--- src/hdl/sfep_pkg.sv ---
package sfep_pkg;

  localparam int ADDR_W  = 21;
  localparam int REM_W   = 22;
  localparam int START_W = 20;
  localparam int COUNT_W = 21;
  localparam int MAX_OPS = 48;
  localparam int OPS_W   = $clog2(MAX_OPS);

  localparam logic [REM_W-1:0] SECTOR_BYTES = REM_W'(4096);
  localparam logic [REM_W-1:0] SECTOR_MASK  = REM_W'(4095);
  localparam logic [REM_W-1:0] BLK32_BYTES  = REM_W'(32768);
  localparam logic [REM_W-1:0] BLK64_BYTES  = REM_W'(65536);

  localparam logic [7:0] CMD_SECTOR = 8'h20;
  localparam logic [7:0] CMD_BLK32  = 8'h52;
  localparam logic [7:0] CMD_BLK64  = 8'hd8;

  typedef enum logic [1:0] {
    KIND_SECTOR = 2'd0,
    KIND_BLK32  = 2'd1,
    KIND_BLK64  = 2'd2
  } erase_kind_t;

  typedef enum logic [1:0] {
    ST_IDLE = 2'b01,
    ST_RUN  = 2'b10
  } state_t;

  // One planned erase operation and the cursor after it.
  typedef struct packed {
    erase_kind_t       kind;
    logic [7:0]        cmd;
    logic [ADDR_W-1:0] addr;
    logic [ADDR_W-1:0] next_addr;
    logic [REM_W-1:0]  next_rem;
    logic              done;
  } step_t;

endpackage

--- src/hdl/sfep_step.sv ---
module sfep_step (
  input  logic [sfep_pkg::ADDR_W-1:0] addr,
  input  logic [sfep_pkg::REM_W-1:0]  rem,
  output sfep_pkg::step_t             step
);
  import sfep_pkg::*;

  logic             fit64;
  logic             fit32;
  logic [REM_W-1:0] len;
  logic [REM_W-1:0] rem_diff;

  assign fit64 = (addr[15:0] == 16'd0) && (rem >= BLK64_BYTES);
  assign fit32 = (addr[14:0] == 15'd0) && (rem >= BLK32_BYTES);

  always_comb begin
    step.addr = addr;
    if (fit64) begin
      step.kind = KIND_BLK64;
      step.cmd  = CMD_BLK64;
      len       = BLK64_BYTES;
    end else if (fit32) begin
      step.kind = KIND_BLK32;
      step.cmd  = CMD_BLK32;
      len       = BLK32_BYTES;
    end else begin
      step.kind = KIND_SECTOR;
      step.cmd  = CMD_SECTOR;
      len       = SECTOR_BYTES;
    end
    rem_diff       = rem - len;
    step.next_addr = addr + len[ADDR_W-1:0];
    step.next_rem  = (rem >= len) ? rem_diff : '0;
    step.done      = (step.next_rem == '0);
  end

endmodule

--- src/hdl/spi_flash_erase_planner.sv ---
// Channel  | Handshake          | Payload
// ---------+--------------------+----------------------------------------------
// request  | in_valid/in_stall  | start_address, byte_count
// erase op | out_valid/out_stall| erase_kind, command_byte, erase_address, last_op
//
// A request is loaded, then one erase operation is produced per cycle while
// out_stall is low (up to 48), all by a single step unit (compares and a subtract).
// A zero byte_count is taken and gives no operations.
// in_stall stays high from the cycle after a nonzero request is loaded until its
// last operation has entered the output register.
// out_stall freezes the sequencer and the output register; rst is synchronous.
module spi_flash_erase_planner (
  input  logic                          clk,
  input  logic                          rst,
  input  logic                          in_valid,
  output logic                          in_stall,
  input  logic [sfep_pkg::START_W-1:0]  start_address,
  input  logic [sfep_pkg::COUNT_W-1:0]  byte_count,
  output logic                          out_valid,
  input  logic                          out_stall,
  output logic [1:0]                    erase_kind,
  output logic [7:0]                    command_byte,
  output logic [sfep_pkg::ADDR_W-1:0]   erase_address,
  output logic                          last_op
);
  import sfep_pkg::*;

  state_t            state;
  logic [ADDR_W-1:0] cur_addr;
  logic [REM_W-1:0]  rem;
  logic [OPS_W-1:0]  op_count;
  logic [REM_W-1:0]  rem_sum;
  logic [REM_W-1:0]  rem_init;
  logic              take_in;
  logic              load_out;
  logic              run_end;
  step_t             step;

  sfep_step u_step (
    .addr (cur_addr),
    .rem  (rem),
    .step (step)
  );

  assign in_stall = (state != ST_IDLE);
  assign take_in  = in_valid && (state == ST_IDLE);
  assign load_out = (state == ST_RUN) && (!out_valid || !out_stall);
  assign run_end  = step.done || (op_count == OPS_W'(MAX_OPS - 1));

  // Widen to whole sectors: add the in-sector offset, round up.
  assign rem_sum  = REM_W'(byte_count) + REM_W'(start_address[11:0]) + SECTOR_MASK;
  assign rem_init = {rem_sum[REM_W-1:12], 12'd0};

  always_ff @(posedge clk) begin
    if (rst) begin
      state     <= ST_IDLE;
      out_valid <= 1'b0;
      op_count  <= '0;
    end else begin
      case (state)
        ST_IDLE: begin
          if (!out_stall) begin
            out_valid <= 1'b0;
          end
          if (take_in && (byte_count != '0)) begin
            state    <= ST_RUN;
            op_count <= '0;
          end
        end
        ST_RUN: begin
          if (load_out) begin
            out_valid <= 1'b1;
            op_count  <= op_count + OPS_W'(1);
            if (run_end) begin
              state <= ST_IDLE;
            end
          end
        end
        default: begin
          state     <= ST_IDLE;
          out_valid <= 1'b0;
        end
      endcase
    end
  end

  // Datapath: cursor and output register.
  always_ff @(posedge clk) begin
    if (take_in) begin
      cur_addr <= {1'b0, start_address[START_W-1:12], 12'd0};
      rem      <= rem_init;
    end else if (load_out) begin
      cur_addr <= step.next_addr;
      rem      <= step.next_rem;
    end
    if (load_out) begin
      erase_kind    <= step.kind;
      command_byte  <= step.cmd;
      erase_address <= step.addr;
      last_op       <= step.done;
    end
  end

endmodule

--- config.mk ---
export PLATFORM = sky130hd
export DESIGN_NAME = spi_flash_erase_planner
export DESIGN_NICKNAME = d
export VERILOG_FILES = /design/src/hdl/sfep_pkg.sv /design/src/hdl/sfep_step.sv /design/src/hdl/spi_flash_erase_planner.sv
export SDC_FILE = /design/constraint.sdc
export NUM_CORES = 1
export LEC_CHECK = 0
export BUFFER_PORTS_ARGS = -buffer_cell sky130_fd_sc_hd__clkbuf_2
export CORE_UTILIZATION = 50
export CTS_CLUSTER_SIZE = 20
export DETAILED_ROUTE_END_ITERATION = 10
export PLACE_DENSITY = 0.75
export SYNTH_ARGS = -nofsm -noshare
export SYNTH_HDL_FRONTEND = slang
export SYNTH_SLANG_ARGS = --single-unit
--- constraint.sdc ---
create_clock -name clk -period 3.9 [get_ports clk]
set_clock_uncertainty 0.1 [all_clocks]
set_input_delay 0.39 -clock clk [delete_from_list [all_inputs] [get_ports clk]]
set_output_delay 0.39 -clock clk [all_outputs]
set_load 0.02 [all_outputs]
==> results of run 1 <==
-- power by group through the flow --
stage / sequential (mW) / clock [mW] / combinational [mW]
detailed placement: 0.930 / 0 / 1.02
global route: 0.939 / 0.320 / 1.16
finish: 0.920 / 0.296 / 1.03
floorplan: 0.911 / 0 / 0.831
global placement: 0.925 / 0 / 1.00
CTS: 0.918 / 0.300 / 1.03
-- placed cells by master, fill, tap and decap left out, types with 15 or more instances in the layout --
cell,netlist,layout
ha_1,31,31
nor2_1,20,20
a21oi_1,22,22
edfxtp_1,32,32
clkbuf_2,1,64
inv_1,53,53
nand3_1,15,15
dfxtp_1,22,22
nand2_1,23,23
xnor2_1,16,16
-- sequential cells by signal, summed over array words and instances (netlist names) --
register and flops:
state 2, rem 22, cur_addr 9, erase_kind 1, op_count 6, out_valid 1, last_op 1, erase_address 9
command_byte 3
-- metal layers --
layer	GRT usage [%]	wire, µm
met1	25.2	3080
met2	32.1	3060
met3	2.89	313
met4	3.79	52
met5	0	0
-- final timing paths --
kind / start / end / slack (ns)
min reg2reg: cur_addr[20] / erase_address[20] / 0.36
max: rem[18] / last_op / 0.60
min: rst / out_valid / 0.20
max reg2reg: rem[18] / last_op / 0.60
-- metrics by stage --
step	hold WS (ns)	instances	setup slack (ns)	util (%)	power, mW
3_5_place_dp	0.337	525	0.728	56.4	1.96
4_1_cts	0.199	533	0.688	57.6	2.25
5_1_grt	0.209	533	0.353	57.6	2.42
6_report	0.198	533	0.600	57.6	2.24
3_3_place_gp	0.336	525	0.786	56.4	1.93
2_1_floorplan	0.328	391	1.03	-	1.74
-- cell families (layout without fill, tap and decap cells) --
| kind of cell | Yosys count | after routing | share of synthesized area (%) |
|---|---|---|---|
| and+or+nand+nor | 112 | 112 | 16.9 |
| buffers and inverters | 80 | 126 | 11.3 |
| AOI/OAI and AO/OA | 78 | 78 | 15.7 |
| DFF | 54 | 54 | 39.7 |
| adders and majority gates | 31 | 31 | 11.0 |
| xor gates and xnor gates | 22 | 22 | 5.45 |
| other | 1 | 14 | 0.106 |
-- worst max-delay path, cell delays in order (launching register included) --
cell	delay (ns)
edfxtp_1	0.52
nor2_1	0.27
nand3_1	0.16
o21ai_1	0.36
ha_1	0.25
ha_1	0.18
nand2b_1	0.07
a21oi_1	0.35
xnor2_1	0.19
nor4b_1	0.38
o211a_1	0.25
a21o_2	0.09
-- final cells by class --
| class | instances | area [µm²] | area share [%] |
|---|---|---|---|
| Clock inverter | 3 | 16.3 | 0.415 |
| Tap cell | 96 | 120 | 3.07 |
| Clock buffer | 5 | 68.8 | 1.76 |
| Multi-Input combinational cell | 257 | 1780 | 45.5 |
| Inverter | 54 | 208 | 5.30 |
| Sequential cell | 54 | 1400 | 35.8 |
| Timing Repair Buffer | 64 | 320 | 8.18 |
==> qor.csv, run 1 <==
metric,value,unit
outcome,completed,
synth_most_common_cell,inv_1,
ys_seq_elements,54,
ctsHtreeMaxLevel,2,
grt_pass1_vias,2583,
yosysTopAreaCell,edfxtp_1,
tightest_slew,0.785,ns
rows,30,
wirelength,6.51,mm
maxClockFrequency,303,MHz
fin_crit_sh,84.6,%
synth_seq_area_share,39.7,%
grt_first_pass_wirelength,11.2,mm
viasPerCell,5.17,
netlist_top_cells_count,"inv_1, edfxtp_1, ha_1",
switching_share,40.8,%
rsz0062_at_grt,no,
hp-class,in -> reg,
cp.arrival,3.38,ns
wl_per_cell,12.2,µm
dieArea,7410,µm²
synth_edf_count,32,
synth_top_area_share,27.2,%
vias,2757,
finish.instance_area,3920,µm²
clockBufferDepth,2,
worstSetupStartpointType,flip-flop,
ant_nets,0,
synth_area,3530,µm²
maxSlewHeadroom,47.6,%
post_dp_cell_area,3830,µm²
antenna_found_initial,0,
hold_buffers,0,
hpwl,5.21,mm
tritoncts,built,
portBuffers,64,
pwr-share-comb,45.8,%
cts-root-buf,clkbuf_8,
num_antenna_cells,0,
fp.dieW,86.1,µm
whs_path_depth,2,
ys_types,62,
finalNetCount,512,
cts_setup_buffers,0,
yosysWarnings,0,
path_class,reg -> reg,
critPathMaxFanout,9,
drtPass1Iterations,4,
grtUsageTotal,18.8,%
grt_overflow,0,
worstPathRequired,3.99,ns
hold_viol,0,
synthArstFlopShare,0,%
core_area,6790,µm²
yosys-top-cells-area,"edfxtp_1, dfxtp_1, ha_1, inv_1, buf_4",
power_leakage,1.76,nW
clock_latency,0.30,ns
switchingPower,916,µW
ys.flop_type,edfxtp_1,
fillCellCount,619,
ir_drop,0.234,mV
slew_violations,0,
finalSetupViolCount,0,
clock-sinks,54,
min_period,3.30,ns
setup_tns,0,ns
power.density,573,nW/µm²
cts-resized-gates,0,
drv_cap,0,
die_h,86.1,µm
pin_count,79,
grt_max_degree,21,
drc,0,
r2r_cells,11,
numCtsBuffers,5,
power.internal,1.33,mW
syn_inst,378,
clk_pin_slew_worst_paths,0.10,ns
initial_utilization,52.0,%
pwr-share-seq,41.0,%
gp_congestion,0.875,
dr.first_iter.drc_count,95,
syn_avg_cell_area,9.35,µm²
end_kind,flip-flop,
clock_power_share,13.2,%
area_delta_synth_final,10.8,%
drive_gt1_share,19.7,%
Note: power is estimated with default switching activity, not from simulation.
==> run 2, diff against run 1 <==
clock period = 3.2 ns   (was 3.9 ns; I/O delays follow)
==> run 2 against run 1 <==
Compared with the run above: core utilization is 1.1 points higher; global-route usage grew 0.26 points; first-iteration DRC count is 22% higher; power is 30% higher; combinational power up 31%; clock-buffer cell count increased by 1; worst hold slack worse by 0.067 ns; routed wire length grew 2.5%; register-to-register slack lost 0.37 ns; critical path type unchanged.
==> qor.csv, run 2 (synthesis gave the netlist of run 1 again) <==
metric,value,unit,change
dr.first_iter.drc_count,116,,was 95
dpl_worst_slack,0.228,ns,was 0.728 ns
clk_pin_slew_worst_paths,0.10,ns,about the same
finalPower,2.91,mW,was 2.24 mW
largest_reg_flops,22,,unchanged
drtPass1Iterations,4,,unchanged
mostFrequentLayoutCells,"clkbuf_2, inv_1, edfxtp_1",,unchanged
ir_drop,0.356,mV,was 0.234 mV
worstPathRequired,3.17,ns,was 3.99 ns
r2r-end,last_op,,unchanged
hp-class,in -> reg,,unchanged
area_delta_synth_final,12.9,%,was 10.8%
min_period,2.97,ns,was 3.30 ns
rows,30,,unchanged
critical_path.endpoint,last_op,,unchanged
cp.arrival,2.95,ns,was 3.38 ns
maxClockFrequency,336,MHz,was 303 MHz
crit_slowest_cell,edfxtp_1,,unchanged
hold_viol,0,,unchanged
reg.largest.list,"rem x22, cur_addr x9, erase_address x9",,unchanged
initial_utilization,52.0,%,unchanged
drive_gt1_share,21.0,%,was 19.7%
grt_first_pass_wirelength,11.2,mm,about the same
timing.final.ws_setup,0.226,ns,was 0.600 ns
max_stage_delay,0.43,ns,was 0.52 ns
gp_congestion,0.849,,was 0.875
fin_crit_sh,92.9,%,was 84.6%
grt_overflow,0,,unchanged
vias,2757,,unchanged
viasPerCell,5.12,,was 5.17
slew_violations,0,,unchanged
r2r_start,rem[21],,was rem[18]
dieArea,7410,µm²,unchanged
num_antenna_cells,0,,unchanged
path_cells,nor2_1 -> nand3_1 -> and3b_1 -> nor2_1 -> inv_1 -> ha_1 -> a21oi_2 -> o21ai_1 -> o22ai_1 -> o211a_1 -> a21o_2,,was nor2_1 -> nand3_1 -> o21ai_1 -> ha_1 -> ha_1 -> nand2b_1 -> a21oi_1 -> xnor2_1 -> nor4b_1 -> o211a_1 -> a21o_2
outcome,completed,,unchanged
grt_max_degree,21,,unchanged
finalNetCount,517,,was 512
setup_tns,0,ns,unchanged
fp.dieW,86.1,µm,unchanged
ant_nets,0,,unchanged
r2r_cells,11,,unchanged
clock-sinks,54,,unchanged
antenna_found_initial,0,,unchanged
crit_start,rem[21],,was rem[18]
power_leakage,1.79,nW,was 1.76 nW
pin_count,79,,unchanged
path_class,reg -> reg,,unchanged
power.density,729,nW/µm²,was 573 nW/µm²
finalSetupViolCount,0,,unchanged
registers.top_by_ff_count,rem,,unchanged
worstSetupStartpointType,flip-flop,,unchanged
drv_cap,0,,unchanged
grt_pass1_vias,2565,,was 2583
die_h,86.1,µm,unchanged
ctsHtreeMaxLevel,2,,unchanged
wirelength,6.67,mm,was 6.51 mm
drc,0,,unchanged
portBuffers,64,,unchanged
rrSetupSlack,0.23,ns,was 0.60 ns
cts_setup_buffers,0,,unchanged
final_common_cell,clkbuf_2,,unchanged
hpwl,5.28,mm,was 5.21 mm
critPathMaxFanout,5,,was 9
rsz0062_at_grt,no,,unchanged
cts-root-buf,clkbuf_8,,unchanged
wl_per_cell,12.4,µm,was 12.2 µm
numCtsBuffers,5,,unchanged
tightest_slew,0.855,ns,was 0.785 ns
clockBufferDepth,2,,unchanged
core_area,6790,µm²,unchanged
clock_latency,0.31,ns,was 0.30 ns
grtUsageTotal,19.0,%,was 18.8%
end_kind,flip-flop,,unchanged
tritoncts,built,,unchanged
cp_common_cell,nor2_1,,was ha_1
maxSlewHeadroom,42.9,%,was 47.6%
run 2: area by class of cell:
cell class | count | area, µm²
fill | 591 | 2810
multi-input combinational | 257 | 1790
sequential | 54 | 1400
timing repair buffer | 69 | 358
inverter | 54 | 208
tap | 96 | 120
clock buffer | 6 | 72.6
clock inverter | 2 | 37.5
run 2: stage by stage:
step | area (µm²) | instances | util, % | hold slack, ns
floorplan | 3580 | 391 | - | 0.289
global placement | 3870 | 530 | 56.9 | 0.337
detailed placement | 3870 | 530 | 56.9 | 0.338
CTS | 3980 | 538 | 58.6 | 0.130
global route | 3990 | 538 | 58.7 | 0.140
finish | 3990 | 538 | 58.7 | 0.132
run 2: power by group:
group	total (mW)	internal, mW	switching (mW)
sequential	1.11	0.986	0.120
clock	0.454	0.234	0.220
combinational	1.35	0.524	0.823
run 2: what timing repair did:
item / in CTS / in global routing
hold buffers: 0 / 0
endpoints found under the setup margin: 0 / 6
resized for setup: 0 / 2
run 2: critical path: cells and delay by family, from the launching register on:
family / cells / cell delay (ns)
AO/OA/AOI/OAI: 5 / 1.03
adder cells (fa/ha/maj): 1 / 0.31
buffers and inverters: 1 / 0.06
flip-flops: 1 / 0.43
AND/OR/NAND/NOR: 4 / 0.82
run 2: worst min-delay path by stage:
stage                             from  cells past startpoint           endpoint
after floorplan                    rst                      1        op_count[0]
after global placement    cur_addr[20]                      0  erase_address[20]
after detailed placement  cur_addr[20]                      0  erase_address[20]
after CTS                          rst                      2        op_count[0]
after global routing               rst                      2        op_count[1]
final                              rst                      2          out_valid
run 2: layer usage:
layer	up-vias	share of wire, %	track usage [%]
met3	6	5.1	2.89
li1	1423	-	-
met4	0	0.97	5.00
met2	86	47	33.2
met1	1242	47	24.5
met5	-	0	0
==> run 3, diff against run 2 <==
CORE_UTILIZATION = 55   (was 50)
PLACE_DENSITY = 0.81   (was 0.75)
==> run 3 against run 2 <==
Compared with the run above: power shrank 2.6%; worst hold slack lost 0.0032 ns; sequential power is essentially flat; global-route usage grew 3.5 points; non-clock buffer count shrank 1; critical endpoint is now rem[20]; largest cell class unchanged; highest routed layer unchanged.
==> qor.csv, run 3 (synthesis gave the netlist of run 1 again) <==
metric,value,unit,change
fin_crit_sh,93.4,%,was 92.9%
critPathMaxFanout,5,,unchanged
grt_max_degree,21,,unchanged
fillCellCount,491,,was 591
path_class,reg -> reg,,unchanged
final_common_cell,clkbuf_2,,unchanged
num_antenna_cells,0,,unchanged
drc,0,,unchanged
instances_no_fill,516,,was 538
ir_drop,0.391,mV,was 0.356 mV
fp.dieW,82.2,µm,was 86.1 µm
finalNetCount,516,,was 517
drv_cap,0,,unchanged
tightest_slew,0.781,ns,was 0.855 ns
grtUsageTotal,22.5,%,was 19.0%
mostFrequentLayoutCells,"clkbuf_2, inv_1, edfxtp_1",,unchanged
worstSetupStartpointType,flip-flop,,unchanged
wirelength,6.87,mm,was 6.67 mm
ctsHtreeMaxLevel,2,,unchanged
area_delta_synth_final,11.2,%,was 12.9%
cp.arrival,3.07,ns,was 2.95 ns
slew_violations,0,,unchanged
finalPower,2.83,mW,was 2.91 mW
hpwl,5.55,mm,was 5.28 mm
drtPass1Iterations,5,,was 4
hold_viol,0,,unchanged
worstPathRequired,3.29,ns,was 3.17 ns
dp_cells,508,,was 530
power.density,720,nW/µm²,was 729 nW/µm²
viasPerCell,5.43,,was 5.12
rsz0062_at_grt,no,,unchanged
dieArea,6750,µm²,was 7410 µm²
clockBufferDepth,2,,unchanged
largest_reg_flops,22,,unchanged
end_kind,flip-flop,,unchanged
registers.top_by_ff_count,rem,,unchanged
drive_gt1_share,20.9,%,was 21.0%
maxSlewHeadroom,47.8,%,was 42.9%
utilization,64.8,%,was 58.7%
power_leakage,1.78,nW,was 1.79 nW
clk_pin_slew_worst_paths,0.10,ns,about the same
pin_count,79,,unchanged
dr.first_iter.drc_count,148,,was 116
tritoncts,built,,unchanged
vias,2800,,was 2757
portBuffers,64,,unchanged
rows,28,,was 30
grt_pass1_vias,2736,,was 2565
min_period,2.99,ns,was 2.97 ns
outcome,completed,,unchanged
ant_nets,0,,unchanged
cts-resized-gates,0,,unchanged
grt_first_pass_wirelength,11.7,mm,was 11.2 mm
gp_congestion,0.836,,was 0.849
clock_latency,0.31,ns,about the same
hold_buffers,0,,unchanged
hp-class,in -> reg,,unchanged
grt_overflow,0,,unchanged
initial_utilization,58.3,%,was 52.0%
wl_per_cell,13.3,µm,was 12.4 µm
cts_setup_buffers,0,,unchanged
finalSetupViolCount,0,,unchanged
clock-sinks,54,,unchanged
numCtsBuffers,5,,unchanged
reg.largest.list,"rem x22, cur_addr x9, erase_address x9",,unchanged
antenna_found_initial,0,,unchanged
setup_tns,0,ns,unchanged
die_h,82.2,µm,was 86.1 µm
core_area,6060,µm²,was 6790 µm²
maxClockFrequency,335,MHz,was 336 MHz
cts-root-buf,clkbuf_8,,unchanged
## run 3: cell type report
type | instances | area (µm²) | area share, %
flip-flops and latches | 54 | 1400 | 35.7
repair buffers | 68 | 350 | 8.91
inverters | 54 | 208 | 5.28
clock inverters | 3 | 16.3 | 0.414
clock buffers | 5 | 68.8 | 1.75
multi-input cells | 257 | 1790 | 45.6
well taps | 75 | 93.8 | 2.39
## run 3: metal layers
layer	GRT usage (%)	share of wire [%]
met1	26.5	43
met2	41.5	51
met3	3.63	4.7
met4	7.37	1.5
met5	0	0
## run 3: metrics by stage
stage / area, µm² / setup slack (ns) / hold WS, ns
after floorplan: 3580 / 0.335 / 0.289
after detailed placement: 3830 / 0.107 / 0.344
after global routing: 3930 / 0.00641 / 0.129
after global placement: 3830 / 0.269 / 0.339
final: 3930 / 0.212 / 0.129
after CTS: 3920 / 0.0847 / 0.125
## run 3: critical path, stage by stage (launching register included)
cell and delay (ns):
edfxtp_1 0.45, nor2_1 0.25, nand3_1 0.16, and3b_1 0.26
nor2_1 0.14, inv_1 0.06, ha_1 0.31, buf_4 0.15
nand3_1 0.09, o311a_4 0.36, nor4_1 0.27, o221ai_1 0.18
nand3_1 0.09
## run 3: path summary, 6_finish.rpt
kind,start,end,slack [ns],depth (start not counted)
hold / removal,rst,op_count[0],0.13,2
setup / recovery,rem[20],rem[20],0.21,12
setup reg to reg,rem[20],rem[20],0.21,12
hold reg to reg,rem[4],rem[4],0.37,1
## run 3: power breakdown
part | switching (mW) | internal, mW
clock | 0.220 | 0.151
sequential | 0.129 | 0.986
combinational | 0.824 | 0.521
